--- config.mk ---
export PLATFORM = sky130hd
export DESIGN_NAME = fat_cluster_chain_follower
export DESIGN_NICKNAME = d
export VERILOG_FILES = /design/src/sv/fccf_pkg.sv /design/src/sv/fccf_front.sv /design/src/sv/fccf_cmd_queue.sv /design/src/sv/fccf_back.sv /design/src/sv/fat_cluster_chain_follower.sv
export VERILOG_INCLUDE_DIRS = /design/src /design/src/sv
export SDC_FILE = /design/constraint.sdc
export NUM_CORES = 2
export LEC_CHECK = 0
export BUFFER_PORTS_ARGS = -buffer_cell sky130_fd_sc_hd__buf_4
export CAP_MARGIN = 20
export CORE_UTILIZATION = 45
export CTS_BUF_LIST = sky130_fd_sc_hd__clkbuf_8 sky130_fd_sc_hd__clkbuf_16
export CTS_CLUSTER_SIZE = 10
export DETAILED_ROUTE_END_ITERATION = 10
export PLACE_DENSITY = 0.63
export SYNTH_ARGS = -nofsm -noshare
export SYNTH_HDL_FRONTEND = slang
export SYNTH_SLANG_ARGS = --single-unit
export TNS_END_PERCENT = 20
--- constraint.sdc ---
create_clock -name clk -period 17.5 [get_ports clk]
set_input_delay 4.375 -clock clk [delete_from_list [all_inputs] [get_ports clk]]
set_output_delay 4.375 -clock clk [all_outputs]
set_load 0.02 [all_outputs]
--- src/sv/fat_cluster_chain_follower_macros.svh ---
// Assertion macros for the FAT cluster chain follower.
// Used by the top level; expects clk and arst_n in scope.
`ifndef FAT_CLUSTER_CHAIN_FOLLOWER_MACROS_SVH
`define FAT_CLUSTER_CHAIN_FOLLOWER_MACROS_SVH

// Check a property on every clock edge outside reset.
`define FCCF_ASSERT(lbl, prop, msg) \
	lbl: assert property (@(posedge clk) disable iff (!arst_n) (prop)) else $error(msg);

// Check that a condition implies another in the next cycle.
`define FCCF_ASSERT_NEXT(lbl, ante, cons, msg) \
	lbl: assert property (@(posedge clk) disable iff (!arst_n) (ante) |=> (cons)) \
		else $error(msg);

`endif

--- src/sv/fccf_pkg.sv ---
// Shared types and constants of the FAT cluster chain follower.
// No dependencies.
package fccf_pkg;

	localparam int WORD_W    = 32;
	localparam int BASE_W    = 48;
	localparam int TBYTES_W  = 32;
	localparam int COUNT_W   = 28;
	localparam int CSIZE_W   = 26;
	localparam int OFFSET_W  = 64;
	localparam int TADDR_W   = 49;
	localparam int CFG_IDX_W = 3;
	localparam int CFG_DATA_W = 48;
	localparam int PROD_W    = WORD_W + CSIZE_W;

	localparam int ENTRY_BYTES = 4;
	localparam logic [WORD_W-1:0] FIRST_CLUSTER = 32'd2;
	localparam logic [WORD_W-1:0] END_MARKER    = 32'd268435448;
	localparam logic [WORD_W-1:0] ENTRY_MASK    = 32'h0FFF_FFFF;
	localparam logic [CSIZE_W-1:0] CSIZE_RESET  = 26'd512;

	localparam int CMD_DEPTH = 4;
	localparam int CMD_PTR_W = $clog2(CMD_DEPTH);
	localparam int CMD_CNT_W = $clog2(CMD_DEPTH + 1);
	localparam int RES_DEPTH = 4;
	localparam int RES_PTR_W = $clog2(RES_DEPTH);
	localparam int RES_CNT_W = $clog2(RES_DEPTH + 1);
	localparam int OCC_W     = $clog2(RES_DEPTH + 3);

	localparam logic REQ_START = 1'b0;
	localparam logic REQ_ENTRY = 1'b1;

	localparam logic [CFG_IDX_W-1:0] CFG_TABLE_BASE    = 3'd0;
	localparam logic [CFG_IDX_W-1:0] CFG_TABLE_BYTES   = 3'd1;
	localparam logic [CFG_IDX_W-1:0] CFG_CLUSTER_COUNT = 3'd2;
	localparam logic [CFG_IDX_W-1:0] CFG_DATA_BASE     = 3'd3;
	localparam logic [CFG_IDX_W-1:0] CFG_CLUSTER_SIZE  = 3'd4;

	typedef enum logic [2:0] {
		ST_CLUSTER     = 3'd0,
		ST_END         = 3'd1,
		ST_BROKEN      = 3'd2,
		ST_TABLE_RANGE = 3'd3,
		ST_TOO_LONG    = 3'd4,
		ST_READ_ERROR  = 3'd5,
		ST_IDLE        = 3'd6
	} status_t;

	typedef struct packed {
		logic [BASE_W-1:0]   table_base;
		logic [TBYTES_W-1:0] table_bytes;
		logic [COUNT_W-1:0]  cluster_count;
		logic [BASE_W-1:0]   data_base;
		logic [CSIZE_W-1:0]  cluster_size;
	} cfg_t;

	typedef struct packed {
		status_t             status;
		logic [WORD_W-1:0]   cluster;
		logic [COUNT_W-1:0]  chain;
	} cmd_t;

	typedef struct packed {
		status_t             status;
		logic [WORD_W-1:0]   cluster;
		logic [OFFSET_W-1:0] offset;
		logic [TADDR_W-1:0]  taddr;
		logic [COUNT_W-1:0]  chain;
	} result_t;

endpackage

--- src/sv/fccf_front.sv ---
// Front end: classifies each accepted transaction and keeps the walk state.
// Depends on fccf_pkg.
module fccf_front (
	input  logic                         clk,
	input  logic                         arst_n,
	input  fccf_pkg::cfg_t               cfg,
	input  logic                         accept,
	input  logic                         req_type,
	input  logic [fccf_pkg::WORD_W-1:0]  word,
	input  logic                         read_failed,
	output fccf_pkg::cmd_t               cmd
);
	import fccf_pkg::*;

	logic               walking_q;
	logic [COUNT_W-1:0] emitted_q;
	logic               walking_d;
	logic [COUNT_W-1:0] emitted_d;
	logic               is_start;
	logic [WORD_W-1:0]  cand;
	logic [COUNT_W-1:0] count_base;
	logic [COUNT_W-1:0] count_inc;
	logic               in_range;
	logic [WORD_W+2:0]  rel_end;
	logic               range_bad;

	always_comb begin
		is_start   = (req_type == REQ_START);
		cand       = is_start ? word : (word & ENTRY_MASK);
		count_base = is_start ? '0 : emitted_q;
		count_inc  = count_base + COUNT_W'(1);
		in_range   = (cand >= FIRST_CLUSTER) &&
			((WORD_W+1)'(cand) < (WORD_W+1)'(cfg.cluster_count) + (WORD_W+1)'(FIRST_CLUSTER));
		rel_end    = (WORD_W+3)'(cand) * (WORD_W+3)'(ENTRY_BYTES) + (WORD_W+3)'(ENTRY_BYTES);
		range_bad  = rel_end > (WORD_W+3)'(cfg.table_bytes);

		walking_d   = 1'b0;
		emitted_d   = count_base;
		cmd.status  = ST_IDLE;
		cmd.cluster = cand;
		cmd.chain   = count_base;
		if (!is_start && !walking_q) begin
			walking_d   = walking_q;
			cmd.status  = ST_IDLE;
			cmd.cluster = '0;
		end else if (!is_start && read_failed) begin
			cmd.status  = ST_READ_ERROR;
			cmd.cluster = '0;
		end else if (in_range) begin
			if (count_base >= cfg.cluster_count) begin
				cmd.status = ST_TOO_LONG;
			end else begin
				emitted_d = count_inc;
				cmd.chain = count_inc;
				if (range_bad) begin
					cmd.status = ST_TABLE_RANGE;
				end else begin
					cmd.status = ST_CLUSTER;
					walking_d  = 1'b1;
				end
			end
		end else if (cand >= END_MARKER) begin
			cmd.status = ST_END;
		end else begin
			cmd.status = ST_BROKEN;
		end
	end

	always_ff @(posedge clk or negedge arst_n) begin
		if (!arst_n) begin
			walking_q <= 1'b0;
			emitted_q <= '0;
		end else if (accept) begin
			walking_q <= walking_d;
			emitted_q <= emitted_d;
		end
	end

endmodule

--- src/sv/fccf_cmd_queue.sv ---
// Short queue of classified transactions between front and back.
// Depends on fccf_pkg.
module fccf_cmd_queue (
	input  logic           clk,
	input  logic           arst_n,
	input  logic           push,
	input  fccf_pkg::cmd_t din,
	output logic           full,
	input  logic           pop,
	output fccf_pkg::cmd_t dout,
	output logic           empty
);
	import fccf_pkg::*;

	cmd_t                 mem_q [CMD_DEPTH];
	logic [CMD_PTR_W-1:0] wr_ptr_q;
	logic [CMD_PTR_W-1:0] rd_ptr_q;
	logic [CMD_CNT_W-1:0] count_q;
	logic                 do_push;
	logic                 do_pop;

	assign full    = (count_q == CMD_CNT_W'(CMD_DEPTH));
	assign empty   = (count_q == '0);
	assign do_push = push && !full;
	assign do_pop  = pop && !empty;
	assign dout    = mem_q[rd_ptr_q];

	always_ff @(posedge clk) begin
		if (do_push) begin
			mem_q[wr_ptr_q] <= din;
		end
	end

	always_ff @(posedge clk or negedge arst_n) begin
		if (!arst_n) begin
			wr_ptr_q <= '0;
			rd_ptr_q <= '0;
			count_q  <= '0;
		end else begin
			if (do_push) begin
				wr_ptr_q <= wr_ptr_q + CMD_PTR_W'(1);
			end
			if (do_pop) begin
				rd_ptr_q <= rd_ptr_q + CMD_PTR_W'(1);
			end
			count_q <= count_q + CMD_CNT_W'(do_push) - CMD_CNT_W'(do_pop);
		end
	end

endmodule

--- src/sv/fccf_back.sv ---
// Back end: offset multiply, address adds and the result queue.
// Depends on fccf_pkg.
module fccf_back (
	input  logic              clk,
	input  logic              arst_n,
	input  fccf_pkg::cfg_t    cfg,
	input  logic              cmd_avail,
	input  fccf_pkg::cmd_t    cmd,
	output logic              cmd_pop,
	input  logic              pop,
	output fccf_pkg::result_t result,
	output logic              empty
);
	import fccf_pkg::*;

	logic                 v_s1;
	logic                 v_s2;
	cmd_t                 cmd_s1;
	logic [PROD_W-1:0]    prod_s1;
	logic [TADDR_W-1:0]   taddr_s1;
	result_t              res_s2;
	result_t              res_d;
	logic [OFFSET_W-1:0]  offset_sum;

	result_t              mem_q [RES_DEPTH];
	logic [RES_PTR_W-1:0] wr_ptr_q;
	logic [RES_PTR_W-1:0] rd_ptr_q;
	logic [RES_CNT_W-1:0] count_q;
	logic [OCC_W-1:0]     occ;
	logic                 do_pop;

	assign occ     = OCC_W'(count_q) + OCC_W'(v_s1) + OCC_W'(v_s2);
	assign cmd_pop = cmd_avail && (occ < OCC_W'(RES_DEPTH));
	assign empty   = (count_q == '0);
	assign do_pop  = pop && !empty;
	assign result  = mem_q[rd_ptr_q];

	always_comb begin
		offset_sum     = OFFSET_W'(cfg.data_base) + OFFSET_W'(prod_s1);
		res_d.status   = cmd_s1.status;
		res_d.cluster  = cmd_s1.cluster;
		res_d.chain    = cmd_s1.chain;
		res_d.offset   = (cmd_s1.status == ST_CLUSTER) ? offset_sum : '0;
		res_d.taddr    = (cmd_s1.status == ST_CLUSTER || cmd_s1.status == ST_TABLE_RANGE)
			? taddr_s1 : '0;
	end

	always_ff @(posedge clk) begin
		if (cmd_pop) begin
			cmd_s1   <= cmd;
			prod_s1  <= PROD_W'(cmd.cluster - FIRST_CLUSTER) * PROD_W'(cfg.cluster_size);
			taddr_s1 <= TADDR_W'(cfg.table_base)
				+ TADDR_W'(cmd.cluster) * TADDR_W'(ENTRY_BYTES);
		end
		if (v_s1) begin
			res_s2 <= res_d;
		end
		if (v_s2) begin
			mem_q[wr_ptr_q] <= res_s2;
		end
	end

	always_ff @(posedge clk or negedge arst_n) begin
		if (!arst_n) begin
			v_s1     <= 1'b0;
			v_s2     <= 1'b0;
			wr_ptr_q <= '0;
			rd_ptr_q <= '0;
			count_q  <= '0;
		end else begin
			v_s1 <= cmd_pop;
			v_s2 <= v_s1;
			if (v_s2) begin
				wr_ptr_q <= wr_ptr_q + RES_PTR_W'(1);
			end
			if (do_pop) begin
				rd_ptr_q <= rd_ptr_q + RES_PTR_W'(1);
			end
			count_q <= count_q + RES_CNT_W'(v_s2) - RES_CNT_W'(do_pop);
		end
	end

endmodule

--- src/sv/fat_cluster_chain_follower.sv ---
// Top level of the FAT cluster chain follower: configuration registers,
// front end, command queue and back end. Depends on fccf_pkg and the macros header.
//
// Usage:
//   Input channel (push/full): req_type 0 starts a chain at cluster word;
//   req_type 1 returns the table entry fetched at the last table_address,
//   with read_failed set if it failed. One transaction per cycle unless full.
//   Result channel (empty/pop): exactly one result per input transaction, in
//   order; the oldest result is on the ports while empty is low.
//   Path: an accepted transaction is written to the command queue; the
//   back end draws it while the result queue has room (command read with
//   offset multiply and address add, offset add, result queue write).
//   Throughput: one transaction per cycle while full is low, set by the
//   combinational classification loop on the walk state.
//   Stall: when pop is held low the result queue fills, the back end stops
//   drawing commands, the command queue fills and full goes high.
//   Reset: clears the walk state, both queues and the configuration
//   (cluster_size returns to 512, the rest to zero).
//   Configuration: write while idle; unused indexes are ignored.
`include "fat_cluster_chain_follower_macros.svh"

module fat_cluster_chain_follower (
	input  logic                              clk,
	input  logic                              arst_n,
	input  logic                              cfg_write,
	input  logic [fccf_pkg::CFG_IDX_W-1:0]    cfg_index,
	input  logic [fccf_pkg::CFG_DATA_W-1:0]   cfg_data,
	input  logic                              push,
	output logic                              full,
	input  logic                              req_type,
	input  logic [fccf_pkg::WORD_W-1:0]       word,
	input  logic                              read_failed,
	output logic                              empty,
	input  logic                              pop,
	output logic [2:0]                        status,
	output logic [fccf_pkg::WORD_W-1:0]       cluster_number,
	output logic [fccf_pkg::OFFSET_W-1:0]     data_offset,
	output logic [fccf_pkg::TADDR_W-1:0]      table_address,
	output logic [fccf_pkg::COUNT_W-1:0]      chain_length
);
	import fccf_pkg::*;

	cfg_t    cfg_q;
	cmd_t    cmd_in;
	cmd_t    cmd_out;
	logic    accept;
	logic    cmd_empty;
	logic    cmd_pop;
	result_t result;

	assign accept = push && !full;

	always_ff @(posedge clk or negedge arst_n) begin
		if (!arst_n) begin
			cfg_q.table_base    <= '0;
			cfg_q.table_bytes   <= '0;
			cfg_q.cluster_count <= '0;
			cfg_q.data_base     <= '0;
			cfg_q.cluster_size  <= CSIZE_RESET;
		end else if (cfg_write) begin
			unique case (cfg_index)
				CFG_TABLE_BASE:    cfg_q.table_base    <= cfg_data[BASE_W-1:0];
				CFG_TABLE_BYTES:   cfg_q.table_bytes   <= cfg_data[TBYTES_W-1:0];
				CFG_CLUSTER_COUNT: cfg_q.cluster_count <= cfg_data[COUNT_W-1:0];
				CFG_DATA_BASE:     cfg_q.data_base     <= cfg_data[BASE_W-1:0];
				CFG_CLUSTER_SIZE:  cfg_q.cluster_size  <= cfg_data[CSIZE_W-1:0];
				default: begin
				end
			endcase
		end
	end

	fccf_front u_front (
		.clk         (clk),
		.arst_n      (arst_n),
		.cfg         (cfg_q),
		.accept      (accept),
		.req_type    (req_type),
		.word        (word),
		.read_failed (read_failed),
		.cmd         (cmd_in)
	);

	fccf_cmd_queue u_cmd_queue (
		.clk    (clk),
		.arst_n (arst_n),
		.push   (accept),
		.din    (cmd_in),
		.full   (full),
		.pop    (cmd_pop),
		.dout   (cmd_out),
		.empty  (cmd_empty)
	);

	fccf_back u_back (
		.clk       (clk),
		.arst_n    (arst_n),
		.cfg       (cfg_q),
		.cmd_avail (!cmd_empty),
		.cmd       (cmd_out),
		.cmd_pop   (cmd_pop),
		.pop       (pop),
		.result    (result),
		.empty     (empty)
	);

	assign status         = result.status;
	assign cluster_number = result.cluster;
	assign data_offset    = result.offset;
	assign table_address  = result.taddr;
	assign chain_length   = result.chain;

	`FCCF_ASSERT(a_offset_only_cluster,
		!empty && status != ST_CLUSTER |-> data_offset == '0,
		"data offset on a non-cluster result")
	`FCCF_ASSERT(a_addr_only_fetch,
		!empty && status != ST_CLUSTER && status != ST_TABLE_RANGE |-> table_address == '0,
		"table address on a result without one")
	`FCCF_ASSERT(a_no_cluster_on_fault,
		!empty && (status == ST_IDLE || status == ST_READ_ERROR) |-> cluster_number == '0,
		"cluster number on an idle or read error result")
	`FCCF_ASSERT_NEXT(a_accept_fills_queue, accept,
		!cmd_empty || cmd_pop || $past(cmd_pop),
		"accepted transaction lost before the back end")

endmodule
# Word-level counts from Yosys, hierarchy flattened
# Memory sizes are Yosys's and may differ from the RTL's.
# Index checks and enable logic that the tools add are counted.
# word_totals
register_bits	573
out_inout_bits	178
mem_count	2
input_bits	90
word_cells	101
ram_bits	956
# memory_table
memory	words	width	read_ports	rd_ports_with_merged_regs	wr	line	text
u_back.mem_q	4	176	1	0	1	fccf_back.sv:25	result_t mem_q [RES_DEPTH];
u_cmd_queue.mem_q	4	63	1	0	1	fccf_cmd_queue.sv:15	cmd_t mem_q [CMD_DEPTH];
# op_classes
n_eq_ne	6
add_sub_neg	16
order_cmp	6
bitwise_logic	1
reduce_logical	23
mux	21
n_mul	1
# op_table
op	n
2-to-1 mux 28 bit	5
2-to-1 mux 32 bit	2
adder 48 x 58 -> 59 bit	1
multiplier 58 x 26 -> 58 bit	1
adder 48 x 34 -> 49 bit	1
adder 34 x 3 -> 35 bit, second input constant	1
greater-than comparator 35 x 32 -> 1 bit	1
2-to-1 mux 35 bit	1
< comparator 32 x 33 -> 1 bit	1
subtractor 32 x 2 -> 33 bit, second input constant	1
>= comparator 32 x 2 -> 1 bit, second input constant	1
>= comparator 32 x 28 -> 1 bit, second input constant	1
adder 28 x 2 -> 29 bit, second input constant	1
adder 28 x 1 -> 28 bit, second input constant	1
>= comparator 28 bit	1
adder 3 x 1 -> 3 bit	4
zero test 3 bit	4
AND reduction 2 bit	6
equality test 3 x 2 -> 1 bit, second input constant	3
2-to-1 mux 3 bit	3
adder 2 x 1 -> 2 bit, second input constant	4
logical AND 1 bit	8
2-to-1 mux 1 bit	8
equality test 3 bit, second input constant	2
7 further kinds	12

# Logic depth before layout (Yosys ltp)
# logic_depth
word_depth	8
depth_mapped	40
mapped_depth_nobuf	36

# Modules after synthesis
# From an unflattened synthesis, not the netlist that was laid out.
# unflattened
cells_unflattened	7077
area_unflattened_um2	93385.8
# by_module_without_submodules
mod	cells_each	n_inst	area_per_inst_um2	seq_area_each_um2
fccf_back	5521	1	71262.1	31004.7
fccf_cmd_queue	370	1	9559.2	7742.4
fat_cluster_chain_follower	391	1	6827.8	4555.6
fccf_front	795	1	5736.8	725.7

# Worst setup path after synthesis
# Ideal clock, no wire load.
# synth_timing
kind	reg2reg
from	register u_back.v_s1
to	register u_cmd_queue.count_q[2]
required_time_ns	17.377
path_stages_with_launch	12
path_buffers	0
synth_period_minus_slack_ns	13.519
setup_time_ns	0.123
path_slack_ns	3.981
t_arrival_ns	13.396
cell_sequence	dfrtp_1 -> a21o_1 -> nand2_1 -> xnor2_1 -> nor2_1 -> ha_1 -> inv_1 -> ha_1 -> inv_1 -> fa_1 -> xnor2_1 -> xnor2_1
# synth_via
elab_chain_len	6
# synth_rtl
item	line	text
start: declaration	fccf_back.sv:16	logic v_s1;
start signal: assignment	fccf_back.sv:71	v_s1 <= cmd_pop;
adder 3 x 1 -> 3 bit (2 in a row)	fccf_back.sv:32	assign occ = OCC_W'(count_q) + OCC_W'(v_s1) + OCC_W'(v_s2);
< comparator 3 bit	fccf_back.sv:33	assign cmd_pop = cmd_avail && (occ < OCC_W'(RES_DEPTH));
logical AND 1 bit	fccf_back.sv:33	
via cmd_pop	fat_cluster_chain_follower.sv:48	logic cmd_pop;
logical AND 1 bit	fccf_cmd_queue.sv:25	assign do_pop = pop && !empty;
subtractor 3 x 1 -> 3 bit	fccf_cmd_queue.sv:46	count_q <= count_q + CMD_CNT_W'(do_push) - CMD_CNT_W'(do_pop);
end signal: assignment	fccf_cmd_queue.sv:46	
end: declaration	fccf_cmd_queue.sv:18	logic [CMD_CNT_W-1:0] count_q;
# The timed path passes the listed nets, and every way through them passes these cells.
# A chain may end at the register's enable or synchronous reset.

# Worst setup path in the final report
# layout_timing
from	register u_cmd_queue.rd_ptr_q[1]
to	register u_back.prod_s1[54], data pin
# layout_via
elab_chain_len	3
# layout_rtl
item	line	text
start: declaration	fccf_cmd_queue.sv:17	logic [CMD_PTR_W-1:0] rd_ptr_q;
start signal: assignment	fccf_cmd_queue.sv:44	rd_ptr_q <= rd_ptr_q + CMD_PTR_W'(1);
memory read (4 x 63 bit)	--	
subtractor 32 x 2 -> 33 bit	fccf_back.sv:51	prod_s1 <= PROD_W'(cmd.cluster - FIRST_CLUSTER) * PROD_W'(cfg.cluster_size);
multiplier 58 x 26 -> 58 bit	fccf_back.sv:51	
end signal: assignment	fccf_back.sv:51	
end: declaration	fccf_back.sv:19	logic [PROD_W-1:0] prod_s1;
# No other way between the ends.

==> impl_metrics.tcl <==
set metrics [dict create \
    cp_num_buf_inv 4 \
    cpPeakStageDelay_ns 0.85 \
    end_kind "flip-flop" \
    ys_ff_latch 1504 \
    cp_common_cell "fa_1" \
    fin_util_pct 50.7 \
    required_ns 18.07 \
    clkSinkCount 1504 \
    grt_pass1_wl_um 366000 \
    crit_path_top_delay_cell "xor2_4" \
    grt_pass1_vias 57376 \
    gr-usage-all-layers_pct 23.9 \
    crit_type "reg -> reg" \
    period_share_pct 68.9 \
    grt_overflow 0 \
    die_x_um 454 \
    grt_max_degree 135 \
    numPortBuffers 262 \
    first_iter_violations 4792 \
    postCtsSetupBuffers 0 \
    hp-class "reg -> reg" \
    syn_inst 6945 \
    max_cap_violations 0 \
    fill_cells 17172 \
    vias_per_cell 5.50 \
    whs_ns 0.418 \
    netlist_area_um2 92000 \
    post_cts_resized 0 \
    ys_seq_area_share_pct 47.9 \
    yosysWarnings 0 \
    slew_headroom_pct 23.2 \
    multiInputGateArea_um2 43500 \
    layout-drive-gt1-share_pct 13.5 \
    core_area_um2 203000 \
    synth.lib_cells_used.distinct 86 \
    hold_buffers 0 \
    reg2reg_slack_ns 5.44 \
    slew_violations 0 \
    die_area_um2 206000 \
    cts-root-buf "clkbuf_16" \
    setup_tns_ns 0 \
    layout_commonest_cell "edfxtp_1" \
    max_freq_mhz 82.9 \
    dp_slack_ns 5.56 \
    cts_tree "yes" \
    clock_latency_ns 0.84 \
    wl_um 242000 \
    finalCriticalPeriod_ns 12.06 \
    clockBufferDepth 3 \
    rsz0062_at_grt "no" \
    layout_setup_ws_ns 5.44 \
    postSynthAreaPerCell_um2 13.2 \
    cts.clk_slew.worst_paths_ns 0.06 \
    area_growth_syn_to_layout_pct 11.6 \
    gpl.final_weighted_congestion 0.919 \
    final_cell_mix "edfxtp_1 (1277), inv_1 (1099), fa_1 (874), nand2_1 (661), and2_1 (477)" \
    seqCellArea_um2 44100 \
    io_pins 268 \
    synth_edf_count 1277 \
    crit_fanout 38 \
    num_vias 55018 \
    postRouteAntennaNets 0 \
    start_kind "flip-flop" \
    dp_hpwl_um 173000 \
    initial_core_util_pct 45.4 \
    num_rows 165 \
    worstPathArrival_ns 12.63 \
    dr.pass1.iters 6 \
    drc 0 \
    fin_worst_skew_ns 0.0599 \
    setup_viol 0 \
    async_reset_ff_share_pct 15.1 \
    tightest_slew_ns 1.15 \
    numCtsBuffers 175 \
    synth_flop_cell "edfxtp_1" \
    antenna_found_initial 29 \
    timing.final.hold_violations 0 \
    status "complete, no violations" \
    h-tree-depth 4 \
    cp_top_family "adder cells" \
    die_h_um 454 \
    wl_per_cell_um 24.3 \
    nets 8463 \
]
[worst paths after layout]
kind	start	endpoint	depth (start not counted)
min in group asynchronous	arst_n	cfg_q[76]	1
worst min register to register	u_back.cmd_s1[36]	u_back.res_s2[149]	0
worst max-delay path	u_cmd_queue.rd_ptr_q[1]	u_back.prod_s1[54]	30
worst max register to register	u_cmd_queue.rd_ptr_q[1]	u_back.prod_s1[54]	30
max in group asynchronous	arst_n	u_back.v_s1	3
worst min-delay path	u_back.cmd_s1[36]	u_back.res_s2[149]	0
[cell usage after synthesis (9+ instances only)]
cell	n	area (µm²)
xor2_1	79	692
o21ai_0	159	796
nor4_1	22	138
and2_1	485	3030
clkbuf_1	211	792
buf_2	13	65.1
buf_1	46	173
nand3_1	68	340
nand2b_1	43	269
a221o_1	9	90.1
a31oi_1	21	131
nor3_1	59	295
fa_1	874	17500
mux4_2	233	5250
o21a_1	27	203
nand4_1	50	313
nand2_1	661	2480
a21oi_1	132	661
edfxtp_1	1277	38300
o21bai_1	26	195
ha_1	312	3900
inv_1	1004	3770
or3_1	15	93.8
o211ai_1	10	75.1
xnor2_1	189	1660
a211oi_1	16	120
mux2_2	128	1440
dfrtp_1	226	5660
nor2b_1	47	294
a21o_1	110	826
nor2_1	197	739
and3_1	37	231
mux2i_1	14	140
[kinds of logic (layout without fill, tap and decap cells)]
| group | Yosys count | count (layout) | synth area share (%) |
|---|---|---|---|
| other cells | 1 | 16 | 0.00408 |
| xor+xnor | 270 | 270 | 2.59 |
| mux | 375 | 375 | 7.43 |
| compound gates | 596 | 596 | 4.18 |
| simple gates | 1728 | 1728 | 9.35 |
| fa+ha+maj | 1186 | 1186 | 23.3 |
| buf+inv | 1285 | 1649 | 5.30 |
| flops | 1504 | 1504 | 47.9 |
[metal layers]
metal | up-vias | GRT usage (%) | part of all wire (%)
li1 | 23934 | - | -
met1 | 28775 | 33.2 | 43
met2 | 1929 | 38.6 | 48
met3 | 378 | 3.71 | 6.4
met4 | 2 | 7.89 | 3.3
met5 | - | 0 | 0.0054
[state kept, by name, summed over array words and instances, names as in the netlist, 28 cells and up]
signal	flops
u_back.prod_s1	58
u_back.taddr_s1	49
u_front.emitted_q	28
u_back.mem_q	684
u_back.res_s2	171
cfg_q	182
u_cmd_queue.mem_q	252
u_back.cmd_s1	63
[through the flow]
step / area [µm²] / std cells
after global routing: 103000 / 9989
final: 103000 / 9996
after CTS: 103000 / 9984
after floorplan: 92000 / 6949
after detailed placement: 97300 / 9681
after global placement: 97300 / 9681
[layout make-up]
class / instances / area share (%)
sequential: 1504 / 42.9
inverter: 1006 / 3.68
tap: 2672 / 3.26
clock inverter: 126 / 0.888
antenna: 11 / 0.0268
timing repair buffer: 340 / 2.54
clock buffer: 177 / 4.29
multi-input combinational: 4160 / 42.4
[worst register-to-register path: cells and delay by family, from the launching register on]
| kind | cells | cell delay (ns) |
|---|---|---|
| and+or+nand+nor | 5 | 1.79 |
| DFF | 1 | 0.81 |
| muxes | 1 | 0.44 |
| xor gates and xnor gates | 2 | 0.94 |
| adders and majority gates | 9 | 4.13 |
| buffers and inverters | 4 | 1.02 |
| AOI/OAI and AO/OA | 9 | 2.67 |
Power is not shown: default switching activity piles up to over one toggle a cycle in this logic, so the estimate is an artifact.
